File: config.mk
export PLATFORM = sky130hd
export DESIGN_NAME = fwts_front
export DESIGN_NICKNAME = d
export VERILOG_FILES = /design/src/fixed_weight_ternary_sampler_macros.svh /design/src/fwts_pkg.sv /design/src/fwts_front.sv
export SDC_FILE = /design/constraint.sdc
export NUM_CORES = 1
export LEC_CHECK = 0
export ABC_CLOCK_PERIOD_IN_PS = 4700
export BUFFER_PORTS_ARGS = -buffer_cell sky130_fd_sc_hd__buf_4
export CORE_UTILIZATION = 51
export CTS_CLUSTER_SIZE = 16
export DETAILED_ROUTE_END_ITERATION = 8
export GPL_TIMING_DRIVEN = 0
export PLACE_DENSITY = 0.77
export SETUP_SLACK_MARGIN = 0.5
export SYNTH_ARGS = -nofsm -noshare
export SYNTH_HDL_FRONTEND = slang
export SYNTH_SLANG_ARGS = --single-unit
File: constraint.sdc
create_clock -name clock -period 4.7 [get_ports clock]
set_clock_uncertainty 0.2 [all_clocks]
set_input_delay 0.235 -clock clock [delete_from_list [all_inputs] [get_ports clock]]
set_output_delay 0.235 -clock clock [all_outputs]
set_load 0.01 [all_outputs]
File: src/fixed_weight_ternary_sampler_macros.svh
// Assertion macros used by the sampler RTL (fwts_back).
// Needs nothing; include inside a module body.
`ifndef FIXED_WEIGHT_TERNARY_SAMPLER_MACROS_SVH
`define FIXED_WEIGHT_TERNARY_SAMPLER_MACROS_SVH

// Same-cycle implication.
`define FWTS_ASSERT_IMP(name, clk, rst, ante, cons, msg) \
   name: assert property (@(posedge clk) disable iff (rst) (ante) |-> (cons)) \
      else $error(msg);

// Next-cycle implication.
`define FWTS_ASSERT_NXT(name, clk, rst, ante, cons, msg) \
   name: assert property (@(posedge clk) disable iff (rst) (ante) |=> (cons)) \
      else $error(msg);

`endif

File: src/fwts_pkg.sv
// Types and constants of the fixed-weight ternary sampler.
// No dependencies; used by every module of the block.
package fwts_pkg;

   localparam int MAX_N   = 1024;
   localparam int IDX_W   = $clog2(MAX_N);
   localparam int N_W     = 11;
   localparam int K_W     = 10;
   localparam int POS_W   = 10;
   localparam int SIGN_W  = 2;
   localparam int VAL_W   = 16;
   localparam int BYTE_W  = 8;
   localparam int EPOCH_W = 8;
   localparam int CSR_W   = 11;
   localparam int CSR_IW  = 1;
   localparam int QDEPTH  = 4;
   localparam int QPTR_W  = $clog2(QDEPTH);

   localparam logic [CSR_IW-1:0] REG_LENGTH_N = 1'd0;
   localparam logic [CSR_IW-1:0] REG_WEIGHT_K = 1'd1;

   localparam logic [N_W-1:0] LENGTH_N_RST = 11'd512;
   localparam logic [K_W-1:0] WEIGHT_K_RST = 10'd64;

   localparam logic [SIGN_W-1:0] SIGN_POS = 2'b01;
   localparam logic [SIGN_W-1:0] SIGN_NEG = 2'b11;

   localparam logic [1:0] KIND_NONE = 2'd0;
   localparam logic [1:0] KIND_PICK = 2'd1;
   localparam logic [1:0] KIND_ERR  = 2'd2;

   typedef struct packed {
      logic [1:0]       kind;
      logic             start;
      logic [VAL_W-1:0] value;
      logic             wide;
      logic [IDX_W-1:0] idx;
      logic [N_W-1:0]   range;
      logic             neg1;
      logic             last1;
      logic             dbl;
      logic             neg2;
      logic             last2;
   } cmd_type;

   typedef struct packed {
      logic [EPOCH_W-1:0] tag;
      logic [IDX_W-1:0]   val;
   } entry_type;

endpackage

File: src/fwts_front.sv
// Front end: config registers, byte gathering and pick bookkeeping.
// Depends on fwts_pkg; emits one command per beat that needs back-end work.
module fwts_front (
   input  logic                        clock,
   input  logic                        reset,
   input  logic                        csr_we,
   input  logic [fwts_pkg::CSR_IW-1:0] csr_index,
   input  logic [fwts_pkg::CSR_W-1:0]  csr_wdata,
   input  logic                        req_tvalid,
   output logic                        req_tready,
   input  logic [fwts_pkg::BYTE_W-1:0] req_tdata,
   input  logic                        req_tuser,
   input  logic                        q_full,
   input  logic                        clear_busy,
   output logic                        q_push,
   output fwts_pkg::cmd_type           q_data
);
   import fwts_pkg::*;

   logic [N_W-1:0]    n_ff;
   logic [K_W-1:0]    k_ff;
   logic [N_W-1:0]    pc_ff, pc_in;
   logic              have_ff, have_in;
   logic [BYTE_W-1:0] lo_ff, lo_in;

   logic           accept;
   logic [N_W-1:0] pc_e;
   logic           have_e;
   logic [N_W-1:0] total;
   logic           bad;
   logic [N_W-1:0] range;
   logic [N_W-1:0] span;
   logic           take;
   logic [N_W-1:0] pc1;
   logic [N_W-1:0] pc2;
   logic           dbl;

   assign req_tready = !q_full && !clear_busy;
   assign accept     = req_tvalid && req_tready;

   always_comb begin
      pc_e   = req_tuser ? '0 : pc_ff;
      have_e = req_tuser ? 1'b0 : have_ff;
      total  = {k_ff, 1'b0};
      bad    = (total > n_ff) || ({1'b0, n_ff} > (N_W+1)'(MAX_N));
      range  = n_ff - pc_e;
      span   = range - 1'b1;
      take   = have_e || (span[N_W-1:BYTE_W] == '0);
      pc1    = pc_e + 1'b1;
      pc2    = pc_e + 2'd2;
      dbl    = (pc1 < total) && ((n_ff - pc1) == N_W'(1));

      q_data.kind  = KIND_NONE;
      q_data.start = req_tuser;
      q_data.value = have_e ? {req_tdata, lo_ff} : {{(VAL_W-BYTE_W){1'b0}}, req_tdata};
      q_data.wide  = have_e;
      q_data.idx   = pc_e[IDX_W-1:0];
      q_data.range = range;
      q_data.neg1  = !(pc_e < {1'b0, k_ff});
      q_data.last1 = (pc1 == total);
      q_data.dbl   = dbl;
      q_data.neg2  = !(pc1 < {1'b0, k_ff});
      q_data.last2 = (pc2 == total);

      q_push  = 1'b0;
      pc_in   = pc_ff;
      have_in = have_ff;
      lo_in   = lo_ff;

      if (accept) begin
         pc_in   = pc_e;
         have_in = have_e;
         if (bad) begin
            q_push      = 1'b1;
            q_data.kind = KIND_ERR;
         end else if (pc_e >= total) begin
            q_push = req_tuser;
         end else if (take) begin
            q_push      = 1'b1;
            q_data.kind = KIND_PICK;
            pc_in       = dbl ? pc2 : pc1;
            have_in     = 1'b0;
         end else begin
            q_push  = req_tuser;
            have_in = 1'b1;
            lo_in   = req_tdata;
         end
      end
   end

   always_ff @(posedge clock) begin
      if (reset) begin
         n_ff    <= LENGTH_N_RST;
         k_ff    <= WEIGHT_K_RST;
         pc_ff   <= '0;
         have_ff <= 1'b0;
      end else begin
         pc_ff   <= pc_in;
         have_ff <= have_in;
         if (csr_we) begin
            case (csr_index)
               REG_LENGTH_N: begin
                  n_ff <= csr_wdata[N_W-1:0];
               end
               REG_WEIGHT_K: begin
                  k_ff <= csr_wdata[K_W-1:0];
               end
               default: begin
                  n_ff <= n_ff;
               end
            endcase
         end
      end
   end

   always_ff @(posedge clock) begin
      lo_ff <= lo_in;
   end

endmodule

-- After elaboration in Yosys (flattened, before gate mapping)
Index checks and enable logic that the tools add are counted.
- output and inout port bits: 48
- register bits after elaboration: 41
- logic and storage cells: 54
- add/sub/neg operators: 5
- reductions and logical operators: 13
- muxes and demuxes: 18
- $lt $le $gt $ge: 6
- bitwise logic cells: 4
- equality and inequality tests: 3
- operator list (kind ; number):
    $mux W11 ; 5
    $eq A11 B11 Y1 ; 2
    $lt A11 B10 Y1 ; 2
    $sub A11 B11 Y11 ; 2
    $mux W16 ; 1
    $add A11 B1 Y11 const B ; 1
    $add A11 B2 Y11 const B ; 1
    $eq A11 B1 Y1 const B ; 1
    $ge A11 B11 Y1 ; 1
    $gt A11 B11 Y1 ; 1
    $gt A11 B11 Y1 const B ; 1
    $lt A11 B11 Y1 ; 1
    $sub A11 B1 Y11 const B ; 1
    $mux W1 ; 10
    $logic_not A1 Y1 ; 4
    $mux W2 ; 2
    $not A1 Y1 ; 4
    $reduce_and A2 Y1 ; 2
    $reduce_and A4 Y1 ; 1
    $logic_and A1 B1 Y1 ; 3
    $logic_not A3 Y1 ; 1
    $logic_or A1 B1 Y1 ; 2

-- Depth between registers and ports, before layout
- depth after elaboration: 9
- mapped depth: 20
- mapped depth without buffers: 18

-- Worst setup path after synthesis
No wires, ideal clock.
- kind: input-to-reg
- start point: input port req_tuser
- end point: register lo_ff[0], enable pin
- library setup time: 401 ps
- required time: 4099 ps
- stages on the path: 10
- setup slack: 322 ps
- data arrival time: 3777 ps
- buffers on the path: 1
- path through: buf_2 -> and2b_1 -> ha_1 -> fa_1 -> nand2b_1 -> a211oi_1 -> nor2_1 -> or4b_4 -> o211a_4 -> nor4b_1
- RTL lines (what ; RTL line ; source):
    from (decl) ; fwts_front.sv:12 ; input logic req_tuser,
    to (signal assigned) ; fwts_front.sv:117 ; lo_ff <= lo_in;
    to (decl) ; fwts_front.sv:24 ; logic [BYTE_W-1:0] lo_ff, lo_in;

-- Final worst setup path
- start point: register pc_ff[0]
- end point: output port q_push
- longest elaborated chain between the ends: 9
- elaborated cells on any way between the ends: 10
- those cells by class: 2 x add/sub; 1 x order compare; 5 x mux; 2 x reduce/logical
- RTL lines (what ; RTL line ; source):
    from (decl) ; fwts_front.sv:22 ; logic [N_W-1:0] pc_ff, pc_in;
    from (signal assigned) ; fwts_front.sv:98 ; pc_ff <= pc_in;
    $mux W11 * ; fwts_front.sv:42 ; pc_e = req_tuser ? '0 : pc_ff;
    $sub A11 B11 Y11 ; fwts_front.sv:46 ; range = n_ff - pc_e;
    $sub A11 B1 Y11 ; fwts_front.sv:47 ; span = range - 1'b1;
    $logic_not A3 Y1 ; fwts_front.sv:48 ; take = have_e || (span[N_W-1:BYTE_W] == '0);
    $logic_or A1 B1 Y1 ; fwts_front.sv:48 ;
    $mux W1 ; fwts_front.sv:78 ; end else if (take) begin
    $mux W1 * ; fwts_front.sv:76 ; end else if (pc_e >= total) begin
    $mux W1 * ; fwts_front.sv:73 ; if (bad) begin
    $mux W1 * ; fwts_front.sv:70 ; if (accept) begin
    to (decl) ; fwts_front.sv:15 ; output logic q_push,
Every way passes the cells marked *; elsewhere a longest branch is shown, timed or not.

==> flow_summary.toml <==
[critical_path]
cp-end-kind = "primary output"
slowest_stage = "or4b_4"
cp.arrival_ps = 3750
cp_max_fo = 6
required_ps = 4260
crit_type = "reg2out"
critPathTopFamily = "compound AO/OA/AOI/OAI gates"
slowest_delay_ps = 540
crit_buf_inv = 3
startpoint_type = "flop"
path_cells = "and2b_2 > ha_2 > fa_2 > inv_1 > a2111oi_2 > o21ai_1 > or4b_4 > o211a_4 > o31a_1 > buf_6 > o31a_2 > buf_4"

[synthesis]
synth-seq-cells = 41
synth.avg_cell_area_um2 = 7.74
synthFlopType = "dfxtp_1"
ys_warn_count = 0
yosys-top-cells-area = "ha_1 (16%), dfxtp_1 (14%), a21oi_1 (5.9%)"
synthCells = 614
synth_fp_nets = 703
ys_seq_area_frac = 0.190
syn-cell-area_um2 = 4750
synth.distinct_cells = 78
yosys.area.top_type = "ha_1"
async_flop_share = 0
synth_edf_count = 8
yosysTopAreaCellShare = 0.158

[timing]
setup_tns_ps = 0
timing.final.crit_period_ps = 4180
worst_slew_pin_slew_ps = 667
setup_viol_count_final = 0
fmax_mhz = 239
hold_viol_final = 0
finalMaxSlewViolations = 0
slew_headroom = 0.555
grt_setup_unrepaired = "yes"
finalCritPeriodShare = 0.890
worst_hold_slack_ps = 2.19

[routing]
finalWirelength_um = 15700
final_antenna_net_count = 0
dr_total_vias = 5206
routedWlPerCell_um = 18.6
drc = 0
via_per_inst = 6.18
drt_first_pass_iters = 8
drt_iter0_drc = 496

[grt]
grt_max_degree = 13
grt_pass1_vias = 4998
grt_overflow_total = 0
grt_first_pass_wirelength_um = 24200
grt_util_all_layers = 0.312
antenna_found_initial = 0

[final_layout]
layout-drive-gt1-share = 0.293
diodes = 0
layout_commonest_cell = "buf_4"
area_delta_synth_final_pct = 33.7
fillers = 621
layout.nets = 823
final_cell_mix = "buf_4 (106), nand2_1 (66), ha_1 (54), a21oi_1 (53), inv_1 (49)"

[run_status]
status = "finished, final reports clean"

[clocking]
cts.clk_slew.worst_paths_ps = 80
clockBufferDepth = 2
worstSkewPairLatency_ps = 290
cts_root_buffer = "clkbuf_8"
h-tree-depth = 2
cts_tree = "built"
clock-sinks = 41
numCtsBuffers = 5

[floorplanning]
initial_utilization = 0.534
die_w_um = 98.5
die_h_um = 98.5
core_area_um2 = 8890
rows = 34
io_pins = 75
dieArea_um2 = 9710

[place]
io_buffer_count = 72
gp_congestion = 1.00
hpwl_um = 11400

[power_and_ir_drop]
cellPowerDensity_nw_per_um2 = 184
ir_worst_vdd_v = 0.000175
power.static_leakage_nw = 2.79
total_power_mw = 1.17

[worst_hold_path]
hold_class = "in2reg"

[job]
maxCapViolations = 0
[area by class of cell]
cell class	instances	area (µm²)	share of cell area
Timing Repair Buffer	113	878	0.138
Multi-Input combinational cell	495	3970	0.625
Clock buffer	6	72.6	0.0114
Buffer	23	138	0.0217
Tap cell	108	135	0.0213
Inverter	55	218	0.0343
Sequential cell	41	911	0.143
Clock inverter	2	33.8	0.00532
[layer usage]
layer / vias up / GRT usage / share of wire
met4: 0 / 0.150 / 0.059
met2: 286 / 0.515 / 0.45
met1: 2392 / 0.399 / 0.41
met5: - / 0 / 0
met3: 81 / 0.0511 / 0.078
li1: 2447 / - / -
[repair_timing]
action	in CTS	in global routing
hold buffers	12	0
setup buffers	14	15
setup endpoints to repair	23	23
hold endpoints to repair	12	0
pin swaps	11	19
gates resized for setup	47	53
cloned	0	0
[per-stage QoR]
step	setup slack, ps	cells	util	instance area (µm²)
final	518	843	0.715	6350
after global routing	396	843	0.715	6350
after CTS	460	828	0.673	5980
after detailed placement	-527	794	0.612	5440
after global placement	-537	794	0.612	5440
after floorplan	509	614	-	4770
[cell usage after synthesis, types with 3 or more instances]
| cell | n |
|---|---|
| mux2_2 | 15 |
| a21o_1 | 5 |
| and3_1 | 4 |
| nand3b_1 | 4 |
| xor2_1 | 8 |
| or3_1 | 3 |
| nand4_1 | 13 |
| nor2_1 | 35 |
| a211o_1 | 4 |
| nor3_1 | 12 |
| edfxtp_1 | 8 |
| a211oi_1 | 8 |
| o2111ai_1 | 3 |
| o21a_1 | 5 |
| a2111oi_0 | 3 |
| o211ai_1 | 5 |
| a31oi_1 | 3 |
| xnor2_1 | 31 |
| buf_2 | 5 |
| inv_1 | 52 |
| o21ai_0 | 20 |
| o211a_1 | 3 |
| or4_1 | 3 |
| a21oi_1 | 56 |
| o22ai_1 | 4 |
| maj3_1 | 3 |
| nor2b_1 | 11 |
| or2_2 | 5 |
| nor4_1 | 5 |
| nand2_1 | 71 |
| nand2b_1 | 14 |
| nand3_1 | 17 |
| and2_1 | 12 |
| clkbuf_1 | 13 |
| dfxtp_1 | 33 |
| ha_1 | 60 |
| buf_4 | 5 |
[power breakdown]
part           switching (mW)  leakage [nW]  total, mW  internal [mW]
clock                   0.123        0.0528      0.280          0.157
combinational           0.263          2.39      0.495          0.232
sequential             0.0211         0.344      0.393          0.372
total                   0.407          2.79       1.17          0.761
[flip-flops by register name, indices dropped and copies added (netlist names)]
signal / cells
lo_ff: 8
k_ff: 10
have_ff: 1
n_ff: 11
pc_ff: 11
[cells by family (layout without fill, tap and decap cells)]
group / after synthesis / count (layout) / synth area share
AO/OA/AOI/OAI: 148 / 148 / 0.210
XOR/XNOR: 39 / 39 / 0.0719
AND/OR/NAND/NOR: 226 / 226 / 0.249
adder cells (fa/ha/maj): 66 / 66 / 0.175
flip-flops: 41 / 41 / 0.190
multiplexers: 16 / 16 / 0.0377
buffers and inverters: 78 / 199 / 0.0669
[path summary, 6_finish.rpt]
path	start	end	slack, ps	cells past startpoint
worst max-delay path	pc_ff[0]$_SDFFE_PP0P_	q_push	520	12
worst min-delay path	csr_wdata[4]	n_ff[4]$_SDFFE_PP0P_	2	3
worst max register to register	pc_ff[0]$_SDFFE_PP0P_	pc_ff[9]$_SDFFE_PP0P_	570	17
worst min register to register	have_ff$_SDFFE_PP0P_	have_ff$_SDFFE_PP0P_	290	2
[worst reg2reg max path, stage by stage, from the launching register on]
cell and delay, ps:
dfxtp_4 370, and2b_2 180, buf_4 130, ha_4 150, nand4_1 140, nor3_2 240, and3_1 310, xor2_2 180
ha_1 280, a221oi_1 250, nand3_1 140, or2_2 300, nand4bb_4 240, buf_4 180, nor4b_4 330, o311ai_2 180
a21oi_1 170, or3b_1 120
(Power assumes the default switching activity.)
