`src/fixed_weight_ternary_sampler_macros.svh`:
```
// Assertion macros used by the sampler RTL (fwts_back).
// Needs nothing; include inside a module body.
`ifndef FIXED_WEIGHT_TERNARY_SAMPLER_MACROS_SVH
`define FIXED_WEIGHT_TERNARY_SAMPLER_MACROS_SVH

// Same-cycle implication.
`define FWTS_ASSERT_IMP(name, clk, rst, ante, cons, msg) \
   name: assert property (@(posedge clk) disable iff (rst) (ante) |-> (cons)) \
      else $error(msg);

// Next-cycle implication.
`define FWTS_ASSERT_NXT(name, clk, rst, ante, cons, msg) \
   name: assert property (@(posedge clk) disable iff (rst) (ante) |=> (cons)) \
      else $error(msg);

`endif

```
`src/fwts_pkg.sv`:
```
// Types and constants of the fixed-weight ternary sampler.
// No dependencies; used by every module of the block.
package fwts_pkg;

   localparam int MAX_N   = 1024;
   localparam int IDX_W   = $clog2(MAX_N);
   localparam int N_W     = 11;
   localparam int K_W     = 10;
   localparam int POS_W   = 10;
   localparam int SIGN_W  = 2;
   localparam int VAL_W   = 16;
   localparam int BYTE_W  = 8;
   localparam int EPOCH_W = 8;
   localparam int CSR_W   = 11;
   localparam int CSR_IW  = 1;
   localparam int QDEPTH  = 4;
   localparam int QPTR_W  = $clog2(QDEPTH);

   localparam logic [CSR_IW-1:0] REG_LENGTH_N = 1'd0;
   localparam logic [CSR_IW-1:0] REG_WEIGHT_K = 1'd1;

   localparam logic [N_W-1:0] LENGTH_N_RST = 11'd512;
   localparam logic [K_W-1:0] WEIGHT_K_RST = 10'd64;

   localparam logic [SIGN_W-1:0] SIGN_POS = 2'b01;
   localparam logic [SIGN_W-1:0] SIGN_NEG = 2'b11;

   localparam logic [1:0] KIND_NONE = 2'd0;
   localparam logic [1:0] KIND_PICK = 2'd1;
   localparam logic [1:0] KIND_ERR  = 2'd2;

   typedef struct packed {
      logic [1:0]       kind;
      logic             start;
      logic [VAL_W-1:0] value;
      logic             wide;
      logic [IDX_W-1:0] idx;
      logic [N_W-1:0]   range;
      logic             neg1;
      logic             last1;
      logic             dbl;
      logic             neg2;
      logic             last2;
   } cmd_type;

   typedef struct packed {
      logic [EPOCH_W-1:0] tag;
      logic [IDX_W-1:0]   val;
   } entry_type;

endpackage

```
`src/fwts_queue.sv`:
```
// Command queue between front and back of the sampler.
// Depends on fwts_pkg (cmd_type, QDEPTH).
module fwts_queue (
   input  logic              clock,
   input  logic              reset,
   input  logic              push,
   input  fwts_pkg::cmd_type push_data,
   input  logic              pop,
   output fwts_pkg::cmd_type head,
   output logic              empty,
   output logic              full
);
   import fwts_pkg::*;

   cmd_type           slot_ff [QDEPTH];
   logic [QPTR_W-1:0] wr_ff, wr_in;
   logic [QPTR_W-1:0] rd_ff, rd_in;
   logic [QPTR_W:0]   cnt_ff, cnt_in;

   assign head  = slot_ff[rd_ff];
   assign empty = (cnt_ff == '0);
   assign full  = (cnt_ff == (QPTR_W+1)'(QDEPTH));

   always_comb begin
      wr_in  = push ? wr_ff + 1'b1 : wr_ff;
      rd_in  = pop  ? rd_ff + 1'b1 : rd_ff;
      cnt_in = cnt_ff + (QPTR_W+1)'(push) - (QPTR_W+1)'(pop);
   end

   always_ff @(posedge clock) begin
      if (reset) begin
         wr_ff  <= '0;
         rd_ff  <= '0;
         cnt_ff <= '0;
      end else begin
         wr_ff  <= wr_in;
         rd_ff  <= rd_in;
         cnt_ff <= cnt_in;
      end
   end

   always_ff @(posedge clock) begin
      if (push) begin
         slot_ff[wr_ff] <= push_data;
      end
   end

endmodule

```
`config.mk`:
```
export PLATFORM = sky130hd
export DESIGN_NAME = fwts_queue
export DESIGN_NICKNAME = d
export VERILOG_FILES = /design/src/fixed_weight_ternary_sampler_macros.svh /design/src/fwts_pkg.sv /design/src/fwts_queue.sv
export SDC_FILE = /design/constraint.sdc
export NUM_CORES = 1
export LEC_CHECK = 0
export BUFFER_PORTS_ARGS = -buffer_cell sky130_fd_sc_hd__buf_4
export CAP_MARGIN = 5
export CORE_MARGIN = 4
export CORE_UTILIZATION = 52
export DETAILED_ROUTE_END_ITERATION = 10
export HOLD_SLACK_MARGIN = 0.05
export PLACE_DENSITY = 0.73
export SYNTH_ARGS = -nofsm -noshare
export SYNTH_HDL_FRONTEND = slang
export SYNTH_SLANG_ARGS = --single-unit
```
`constraint.sdc`:
```
create_clock -name clock -period 2.6 [get_ports clock]
set_input_delay 0.52 -clock clock [delete_from_list [all_inputs] [get_ports clock]]
set_output_delay 0.52 -clock clock [all_outputs]
set_load 0.05 [all_outputs]
```
Word level (Yosys, flattened, before mapping)
Memories as Yosys holds them, arrays and structs flattened. A register that Yosys moved wholly into a read port is not among the register bits.
Index checks and enable logic that the tools add are counted.
{"block": "word_totals", "regBits": 7, "ram_bits": 184, "inputBits": 50, "memories": 1}
{"block": "op_classes", "addsub": 4, "eq_ne": 1, "n_mux": 4, "n_reduce_logical": 1}
{"name": "slot_ff", "depth": 4, "word_bits": 46, "read_ports": 1, "rd_clocked_by_memory_dff": 1, "wr": 1, "line_no": "fwts_queue.sv:15", "source": "cmd_type slot_ff [QDEPTH];"}
{"operator": "2-bit by 1-bit adder with 2-bit output (second input constant)", "n": 2}
{"operator": "2-bit two-way mux", "n": 2}
{"operator": "3-bit by 1-bit adder with 3-bit output", "n": 1}
{"operator": "3-bit equality test (second input constant)", "n": 1}
{"operator": "3-bit logical NOT", "n": 1}
{"operator": "3-bit by 1-bit subtractor with 3-bit output", "n": 1}
{"operator": "1-bit two-way mux", "n": 2}

Depth between registers and ports, before layout
Gate-level depths: netlist of the first run.
{"block": "logic_depth", "word_depth": 3, "mapped_depth": 7}

Worst setup path after synthesis of the first run
No wires, ideal clock.
{"block": "synth_timing", "kind": "register -> register", "from": "register wr_ff[0]", "to": "memory slot_ff[2][0] in the netlist's numbering (enable)", "arrival_ps": 1645, "path_slack_ps": 547, "stages_incl_launch_ff": 4, "period_less_slack_ps": 2053, "cell_sequence": "dfxtp_1 inv_1 ha_1 and2_1"}
{"item": "start: declaration", "line_no": "fwts_queue.sv:16", "source": "logic [QPTR_W-1:0] wr_ff, wr_in;"}
{"item": "start signal: assignment", "line_no": "fwts_queue.sv:36", "source": "wr_ff <= wr_in;"}
{"item": "end: declaration", "line_no": "fwts_queue.sv:15"}
Straight into the memory's write port.

==> metrics, run 1 <==
status=finished clean; Vias/cell=5.36; WL/cell=20.4 microns; DRC=0; post-route clock period utilization=0.935; CTS buffer count=17; Main synth FF type=edfxtp_1; largest net degree at the start of global routing=31; post-route setup TNS=0 ps; worst rel slew slack=0.656; minimum clock period=2430 ps; Final Cell Area=8720 sq um; most instantiated library cell after synthesis=edfxtp_1; Post-synth ARST share=0; Int Pwr=5.42 mW; worst-skew pair later-pin latency=420 ps; Worst Hold Class=input port to register; PostCTS Resize Cnt=0; top cells by area, synth=edfxtp_1 77%, mux4_2 13%, dfxtp_1 2.5%; H-Tree Depth=4; number of max-cap violations=0; Ant. Diodes=0; sequential share of the synthesized area=0.799; post-DP HPWL=7650 microns; Leak=3.00 nW; RSZ-0062 raised after global routing=no; Vias=3165; Mapped Cells=282; Slowest cell on crit path=mux4_1; Worst Path Buf+Inv=2; DIE WIDTH=125 microns; delay-heaviest family, CP=multiplexers; layout cells sized above 1=0.449; NetSw=1.82 mW; Worst Clk Skew=5.27 ps; P&R area growth vs syn=22.2%; hold violation total from the final report=0; die footprint=15700 sq um; clock transition at the registers of the reported paths=70 ps; CP max FO=24; share of the synthesized area in the top cell type=0.774; postcts setup bufs=0; TritonCTS clock tree=built; worst-path cell chain=buf_12, mux4_1, buf_4; Worst path max stage delay=580 ps; PD cells=830 nW/um^2; CP arrival=1910 ps; Crit Path Class=register to primary output; CP Capture Type=primary output; Cell variety after synth=22; Syn Nets=339; Slew @ Worst Pin=516 ps; ANT nets after route=0; clk sink count=193; instance area at placement=8150 sq um; post-layout util=0.654; Die Y=125 microns; CP required=2080 ps; Iter 0 DRT Violations=266; RePlAce Congestion=0.660; Achievable Freq=0.411 GHz; # IOs=98; cell row count=42; vias in the first global route=3370; port bufs=97; starting density of the core=0.535; first-pass GRT wire length=19300 microns; synth cell count leaders=184 x edfxtp_1, 40 x mux4_2, 9 x dfxtp_1; hold slack=290 ps; Ys Warns=0; Worst VDD drop=0.542 mV; initial antenna violation count=1; Post-Syn Area=7140 sq um; final WL=12000 microns; Reg area=5710 sq um; Post-synth EDFFs=184; clock power share=0.341; Hold Buf Count CTS=0; Seq pwr share=0.501; Mapped Avg Cell Area=25.3 sq um; area of the multi-input gates=1300 sq um; Max Slew Vio Count=0; combinational share of power=0.158; synthesis-stage register bit count=193; First-pass DRT Iterations=4; sw frac=0.252; core area=13300 sq um; Worst setup SP type=register; filler cell count=907; largest area contributor in the netlist=edfxtp_1; root buf cell=clkbuf_16; Nets=458; total track usage=0.167; # setup viols final=0; Clock Tree Buf Depth=2; GRT Residual Overflow=0
==> final cells by class <==
type | instances | area share
repair buffers | 110 | 0.103
well taps | 176 | 0.0252
clock buffers | 18 | 0.0492
multi-input cells | 73 | 0.149
clock inverters | 14 | 0.0161
flip-flops and latches | 193 | 0.655
inverters | 6 | 0.00258
==> cells in the final DEF (no fill, tap or decap) <==
cell type / synthesis / final
fa_1: 1 / 1
a21oi_1: 1 / 1
clkinvlp_4: 0 / 3
and2_2: 0 / 4
dfxtp_1: 9 / 7
mux2i_1: 1 / 1
clkinv_4: 0 / 2
nor2_1: 5 / 5
clkbuf_16: 0 / 17
inv_1: 6 / 6
bufinv_16: 0 / 2
buf_12: 4 / 6
buf_4: 0 / 104
clkinv_1: 0 / 2
clkbuf_1: 0 / 1
xor3_1: 1 / 1
mux4_1: 6 / 6
nor2b_1: 2 / 2
inv_6: 0 / 2
a21bo_2: 1 / 1
nor3_1: 1 / 1
mux4_2: 40 / 40
nand3b_1: 1 / 1
dfxtp_2: 0 / 1
clkinv_2: 0 / 3
and3_1: 1 / 1
ha_1: 6 / 6
edfxtp_1: 184 / 184
dfxtp_4: 0 / 1
xnor2_1: 2 / 2
==> logic make-up (layout without fill, tap and decap cells) <==
| kind of cell | after synthesis | count (layout) | synth area share |
|---|---|---|---|
| DFF | 193 | 193 | 0.799 |
| AOI/OAI and AO/OA | 2 | 2 | 0.00210 |
| buffers and inverters | 16 | 148 | 0.0195 |
| and+or+nand+nor | 14 | 14 | 0.0105 |
| muxes | 47 | 47 | 0.150 |
| xor gates and xnor gates | 3 | 3 | 0.00578 |
| adders and majority gates | 7 | 7 | 0.0133 |
==> layer usage <==
layer	GRT usage	up-vias	wire, microns
li1	-	1428	-
met1	0.215	1640	4950
met2	0.266	75	6220
met3	0.0563	20	652
met4	0.0670	2	214
met5	0	-	12
==> sequential cells by signal, indices dropped and copies added, names as in the netlist, named ones only <==
register	count
slot_ff	184
wr_ff	2
cnt_ff	3
rd_ff	2
==> stage by stage <==
stage | setup slack [ps] | std cells | power (mW)
after CTS | 120 | 590 | 7.32
after global placement | 599 | 558 | 4.83
after floorplan | 547 | 282 | 4.48
after detailed placement | 568 | 558 | 4.85
after global routing | 68.3 | 590 | 7.52
final | 169 | 590 | 7.24
==> worst register-to-register path, cell delays in order (launching register included) <==
cell	delay, ps
dfxtp_1	330
inv_1	50
ha_1	260
inv_1	40
ha_1	180
fa_1	360
xor3_1	380
nor2_1	40
==> power groups by stage <==
stage	clock network, mW	logic (mW)	registers (mW)
CTS	2.52	1.16	3.63
finish	2.47	1.14	3.63
floorplan	0	0.807	3.67
detailed placement	0	1.16	3.69
global route	2.67	1.21	3.64
global placement	0	1.15	3.68
==> worst paths after layout <==
path                               to  cells past startpoint                  start  slack [ps]
max reg2reg      cnt_ff[2]$_SDFF_PP0_                      7   cnt_ff[0]$_SDFF_PP0_         870
min          slot_ff[0][32]$_DFFE_PP_                      1          push_data[32]         290
min reg2reg                  register                      2  rd_ff[1]$_SDFFE_PP0P_         550
max                           head[0]                      3               register         170
(Power assumes the default switching activity.)
==> inputs of run 2 (changes only) <==
Clock period 2.6 ns to 2.8 ns, I/O delays scaled along.
==> metrics, run 2 (synthesis gave the netlist of run 1 again) <==
status=finished clean; Crit Path Class=register to primary output; H-Tree Depth=4; Clock Tree Buf Depth=2; postcts setup bufs=0; worst-skew pair later-pin latency=420 ps; port bufs=97; post-layout util=0.652; hold slack=337 ps; layout cells sized above 1=0.450; PD cells=770 nW/um^2; DIE WIDTH=125 microns; total track usage=0.163; post-route clock period utilization=0.922; vias in the first global route=3467; die footprint=15700 sq um; RSZ-0062 raised after global routing=no; post-DP HPWL=7870 microns; Worst Clk Skew=4.04 ps; Ant. Diodes=0; CP required=2240 ps; cell row count=42; Worst VDD drop=0.466 mV; final WL=12000 microns; Top reg by flops=slot_ff; filler cell count=908; Worst path max stage delay=540 ps; # IOs=98; PnR worst setup slack=220 ps; P&R area growth vs syn=21.9%; First-pass DRT Iterations=4; Achievable Freq=0.388 GHz; Overall Power=6.71 mW; worst-path cell chain=buf_4, mux4_2, buf_4; first-pass GRT wire length=19100 microns; largest net degree at the start of global routing=24; CP max FO=15; pre-CTS setup slack=633 ps; delay-heaviest family, CP=flip-flops; PostCTS Resize Cnt=0; Worst setup SP type=register; Worst Hold Class=input port to register; Iter 0 DRT Violations=273; DRC=0; worst rel slew slack=0.614; starting density of the core=0.535; Slowest cell on crit path=dfxtp_4; Max Slew Vio Count=0; Worst Path Buf+Inv=2; hold violation total from the final report=0; GRT Residual Overflow=0; Leak=3.00 nW; cell mode on critical path=buf_4; Die Y=125 microns; Vias/cell=5.33; Largest regs=slot_ff (184), cnt_ff (3); Vias=3156; CTS buffer count=17; clk sink count=193; max FFs per register=184; core area=13300 sq um; commonest non-fill, non-tap cells in the layout=184 x edfxtp_1, 109 x buf_4, 40 x mux4_2; number of max-cap violations=0; ANT nets after route=0; # setup viols final=0; clock transition at the registers of the reported paths=60 ps; minimum clock period=2580 ps; most common cell after layout, fill and taps aside=edfxtp_1; TritonCTS clock tree=built; CP Capture Type=primary output; Hold Buf Count CTS=0; WL/cell=20.3 microns; Slew @ Worst Pin=579 ps; initial antenna violation count=0; root buf cell=clkbuf_16; Nets=460; post-route setup TNS=0 ps; RePlAce Congestion=0.707; CP arrival=2020 ps
==> run 2: cell count changes in the layout (fill, tap and decap cells not counted), moves of 2 or more <==
cell and delta:
inv_6 -2, buf_12 -3, buf_4 +5, clkinv_4 +4, clkinv_2 -2
==> run 2: final cells by class <==
type                            count  area, sq um  area share
Clock buffer                       19          433      0.0497
Inverter                            6         22.5     0.00259
Multi-Input combinational cell     73         1300       0.149
Tap cell                          176          220      0.0253
Clock inverter                     13          140      0.0161
Timing Repair Buffer              112          878       0.101
Sequential cell                   193         5710       0.656
==> run 2: worst register-to-register path, delay by kind of cell (launching register included) <==
kind                       cells  cell delay [ps]
and+or+nand+nor                1              500
DFF                            1              360
adders and majority gates      1              150
buffers and inverters          2              430
==> run 2: per-stage QoR <==
step,instances,instance area [sq um]
6_report,592,8700
5_1_grt,592,8700
2_1_floorplan,282,7140
3_3_place_gp,560,8130
4_1_cts,592,8700
3_5_place_dp,560,8130
==> run 2: layer usage <==
| layer | share of wire | track usage |
|---|---|---|
| met5 | 0 | 0 |
| met2 | 0.52 | 0.267 |
| met4 | 0.018 | 0.0657 |
| met1 | 0.42 | 0.209 |
| met3 | 0.047 | 0.0452 |
==> run 2: worst paths after layout <==
kind                               from                       end  slack (ps)  cells after the start
setup / recovery               register                  head[17]         220                      3
hold / removal             push_data[0]   slot_ff[0][0]$_DFFE_PP_         340                      1
setup reg to reg  wr_ff[0]$_SDFFE_PP0P_  slot_ff[2][21]$_DFFE_PP_        1050                      4
hold reg to reg   rd_ff[1]$_SDFFE_PP0P_                  register         530                      2
==> run 2: report_power, final <==
part,internal [mW],switching [mW],leakage [nW]
Combinational,0.398,0.655,0.964
Clock,1.31,0.972,0.272
Sequential,3.32,0.0510,1.77
Total,5.03,1.68,3.00
==> inputs of run 3 (changes only) <==
--- a/config.mk
+++ b/config.mk
@@ -11,4 +11,5 @@
 export CORE_UTILIZATION = 52
 export DETAILED_ROUTE_END_ITERATION = 10
+export GPL_TIMING_DRIVEN = 0
 export HOLD_SLACK_MARGIN = 0.05
 export PLACE_DENSITY = 0.73
==> constraint.sdc (replaced) <==
create_clock -name clock -period 2.8 [get_ports clock]
set_input_delay 0.42 -clock clock [delete_from_list [all_inputs] [get_ports clock]]
set_output_delay 0.42 -clock clock [all_outputs]
set_load 0.1 [all_outputs]
==> metrics, run 3 (synthesis gave the netlist of run 1 again) <==
port bufs=97; instance area at placement=8180 sq um; most common cell after layout, fill and taps aside=edfxtp_1; depth of the most critical reg-to-reg path=7; Top reg by flops=slot_ff; post-DP HPWL=7340 microns; postcts setup bufs=0; post-layout util=0.661; Achievable Freq=0.426 GHz; clock transition at the registers of the reported paths=70 ps; Worst setup SP type=register; Ant. Diodes=0; worst rel slew slack=0.561; Worst Clk Skew=7.75 ps; worst-skew pair later-pin latency=410 ps; Reg area=5710 sq um; PostCTS Resize Cnt=0; cell row count=42; CP arrival=1930 ps; Die Y=125 microns; # setup viols final=0; DIE WIDTH=125 microns; Worst VDD drop=0.548 mV; Max Slew Vio Count=0; core area=13300 sq um; hold violation total from the final report=0; GRT Residual Overflow=0; die footprint=15700 sq um; P&R area growth vs syn=23.5%; Hold Buf Count CTS=0; RePlAce Congestion=0.675; CP Capture Type=primary output; CP required=2380 ps; DRC=0; Final Cell Area=8820 sq um; Leak=3.05 nW; first-pass GRT wire length=18400 microns; RSZ-0062 raised after global routing=no; PD cells=839 nW/um^2; Slew @ Worst Pin=659 ps; TritonCTS clock tree=built; ANT nets after route=0; CTS buffer count=17; Worst Hold Depth=1; final WL=11500 microns; status=finished clean; max FFs per register=184; starting density of the core=0.535; Nets=459; vias in the first global route=3452; layout cells sized above 1=0.452; filler cell count=912; area of the multi-input gates=1310 sq um; WL/cell=19.5 microns; # IOs=98; post-route setup TNS=0 ps; Worst Hold Class=input port to register; Overall Power=7.39 mW; First-pass DRT Iterations=4; Iter 0 DRT Violations=174; CP max FO=10; Crit Path Class=register to primary output; number of max-cap violations=0; total track usage=0.159; initial antenna violation count=0; post-route clock period utilization=0.838; Vias=3164; Largest regs=slot_ff (184), cnt_ff (3); root buf cell=clkbuf_16; Vias/cell=5.36; minimum clock period=2350 ps; H-Tree Depth=4; largest net degree at the start of global routing=29; Clock Tree Buf Depth=2; hold slack=198 ps; clk sink count=193; commonest non-fill, non-tap cells in the layout=184 x edfxtp_1, 97 x buf_4, 40 x mux4_2
==> run 3: final timing paths <==
path / slack, ps / start / end
worst max-delay path: 450 / register / head[41]
worst min-delay path: 200 / push_data[24] / slot_ff[3][24]$_DFFE_PP_
worst max register to register: 1010 / cnt_ff[0]$_SDFF_PP0_ / cnt_ff[2]$_SDFF_PP0_
worst min register to register: 560 / rd_ff[1]$_SDFFE_PP0P_ / rd_ff[1]$_SDFFE_PP0P_
==> run 3: where the power goes <==
part	switching, mW	leakage [nW]	total [mW]	internal [mW]
logic	1.08	0.976	1.50	0.412
clock network	0.960	0.306	2.54	1.58
registers	0.0411	1.76	3.36	3.32
==> run 3: area by class of cell <==
class                           count  area share
Sequential cell                   193       0.647
Clock buffer                       18      0.0487
Multi-Input combinational cell     73       0.148
Inverter                            6     0.00255
Clock inverter                     13      0.0238
Timing Repair Buffer              101      0.0917
Tap cell                          176      0.0250
Buffer                             10      0.0132
==> run 3: metrics by stage <==
stage / cells / worst slack, ps
after floorplan: 282 / 747
after global placement: 555 / -179
after detailed placement: 559 / 855
after CTS: 590 / 421
after global routing: 590 / 357
final: 590 / 454
==> run 3: worst max-delay path, cell delays in order, from the launching register on <==
cell and delay, ps:
dfxtp_1 300, clkbuf_2 240, buf_2 340, mux4_2 370, buf_4 250
==> run 3: layer usage <==
| metal | GRT usage | up-vias | share of wire | wire, microns |
|---|---|---|---|---|
| met2 | 0.259 | 104 | 0.51 | 5820 |
| met1 | 0.199 | 1617 | 0.42 | 4780 |
| li1 | - | 1430 | - | - |
| met3 | 0.0593 | 13 | 0.066 | 757 |
| met5 | 0 | - | 0 | 0 |
| met4 | 0.0555 | 0 | 0.011 | 128 |
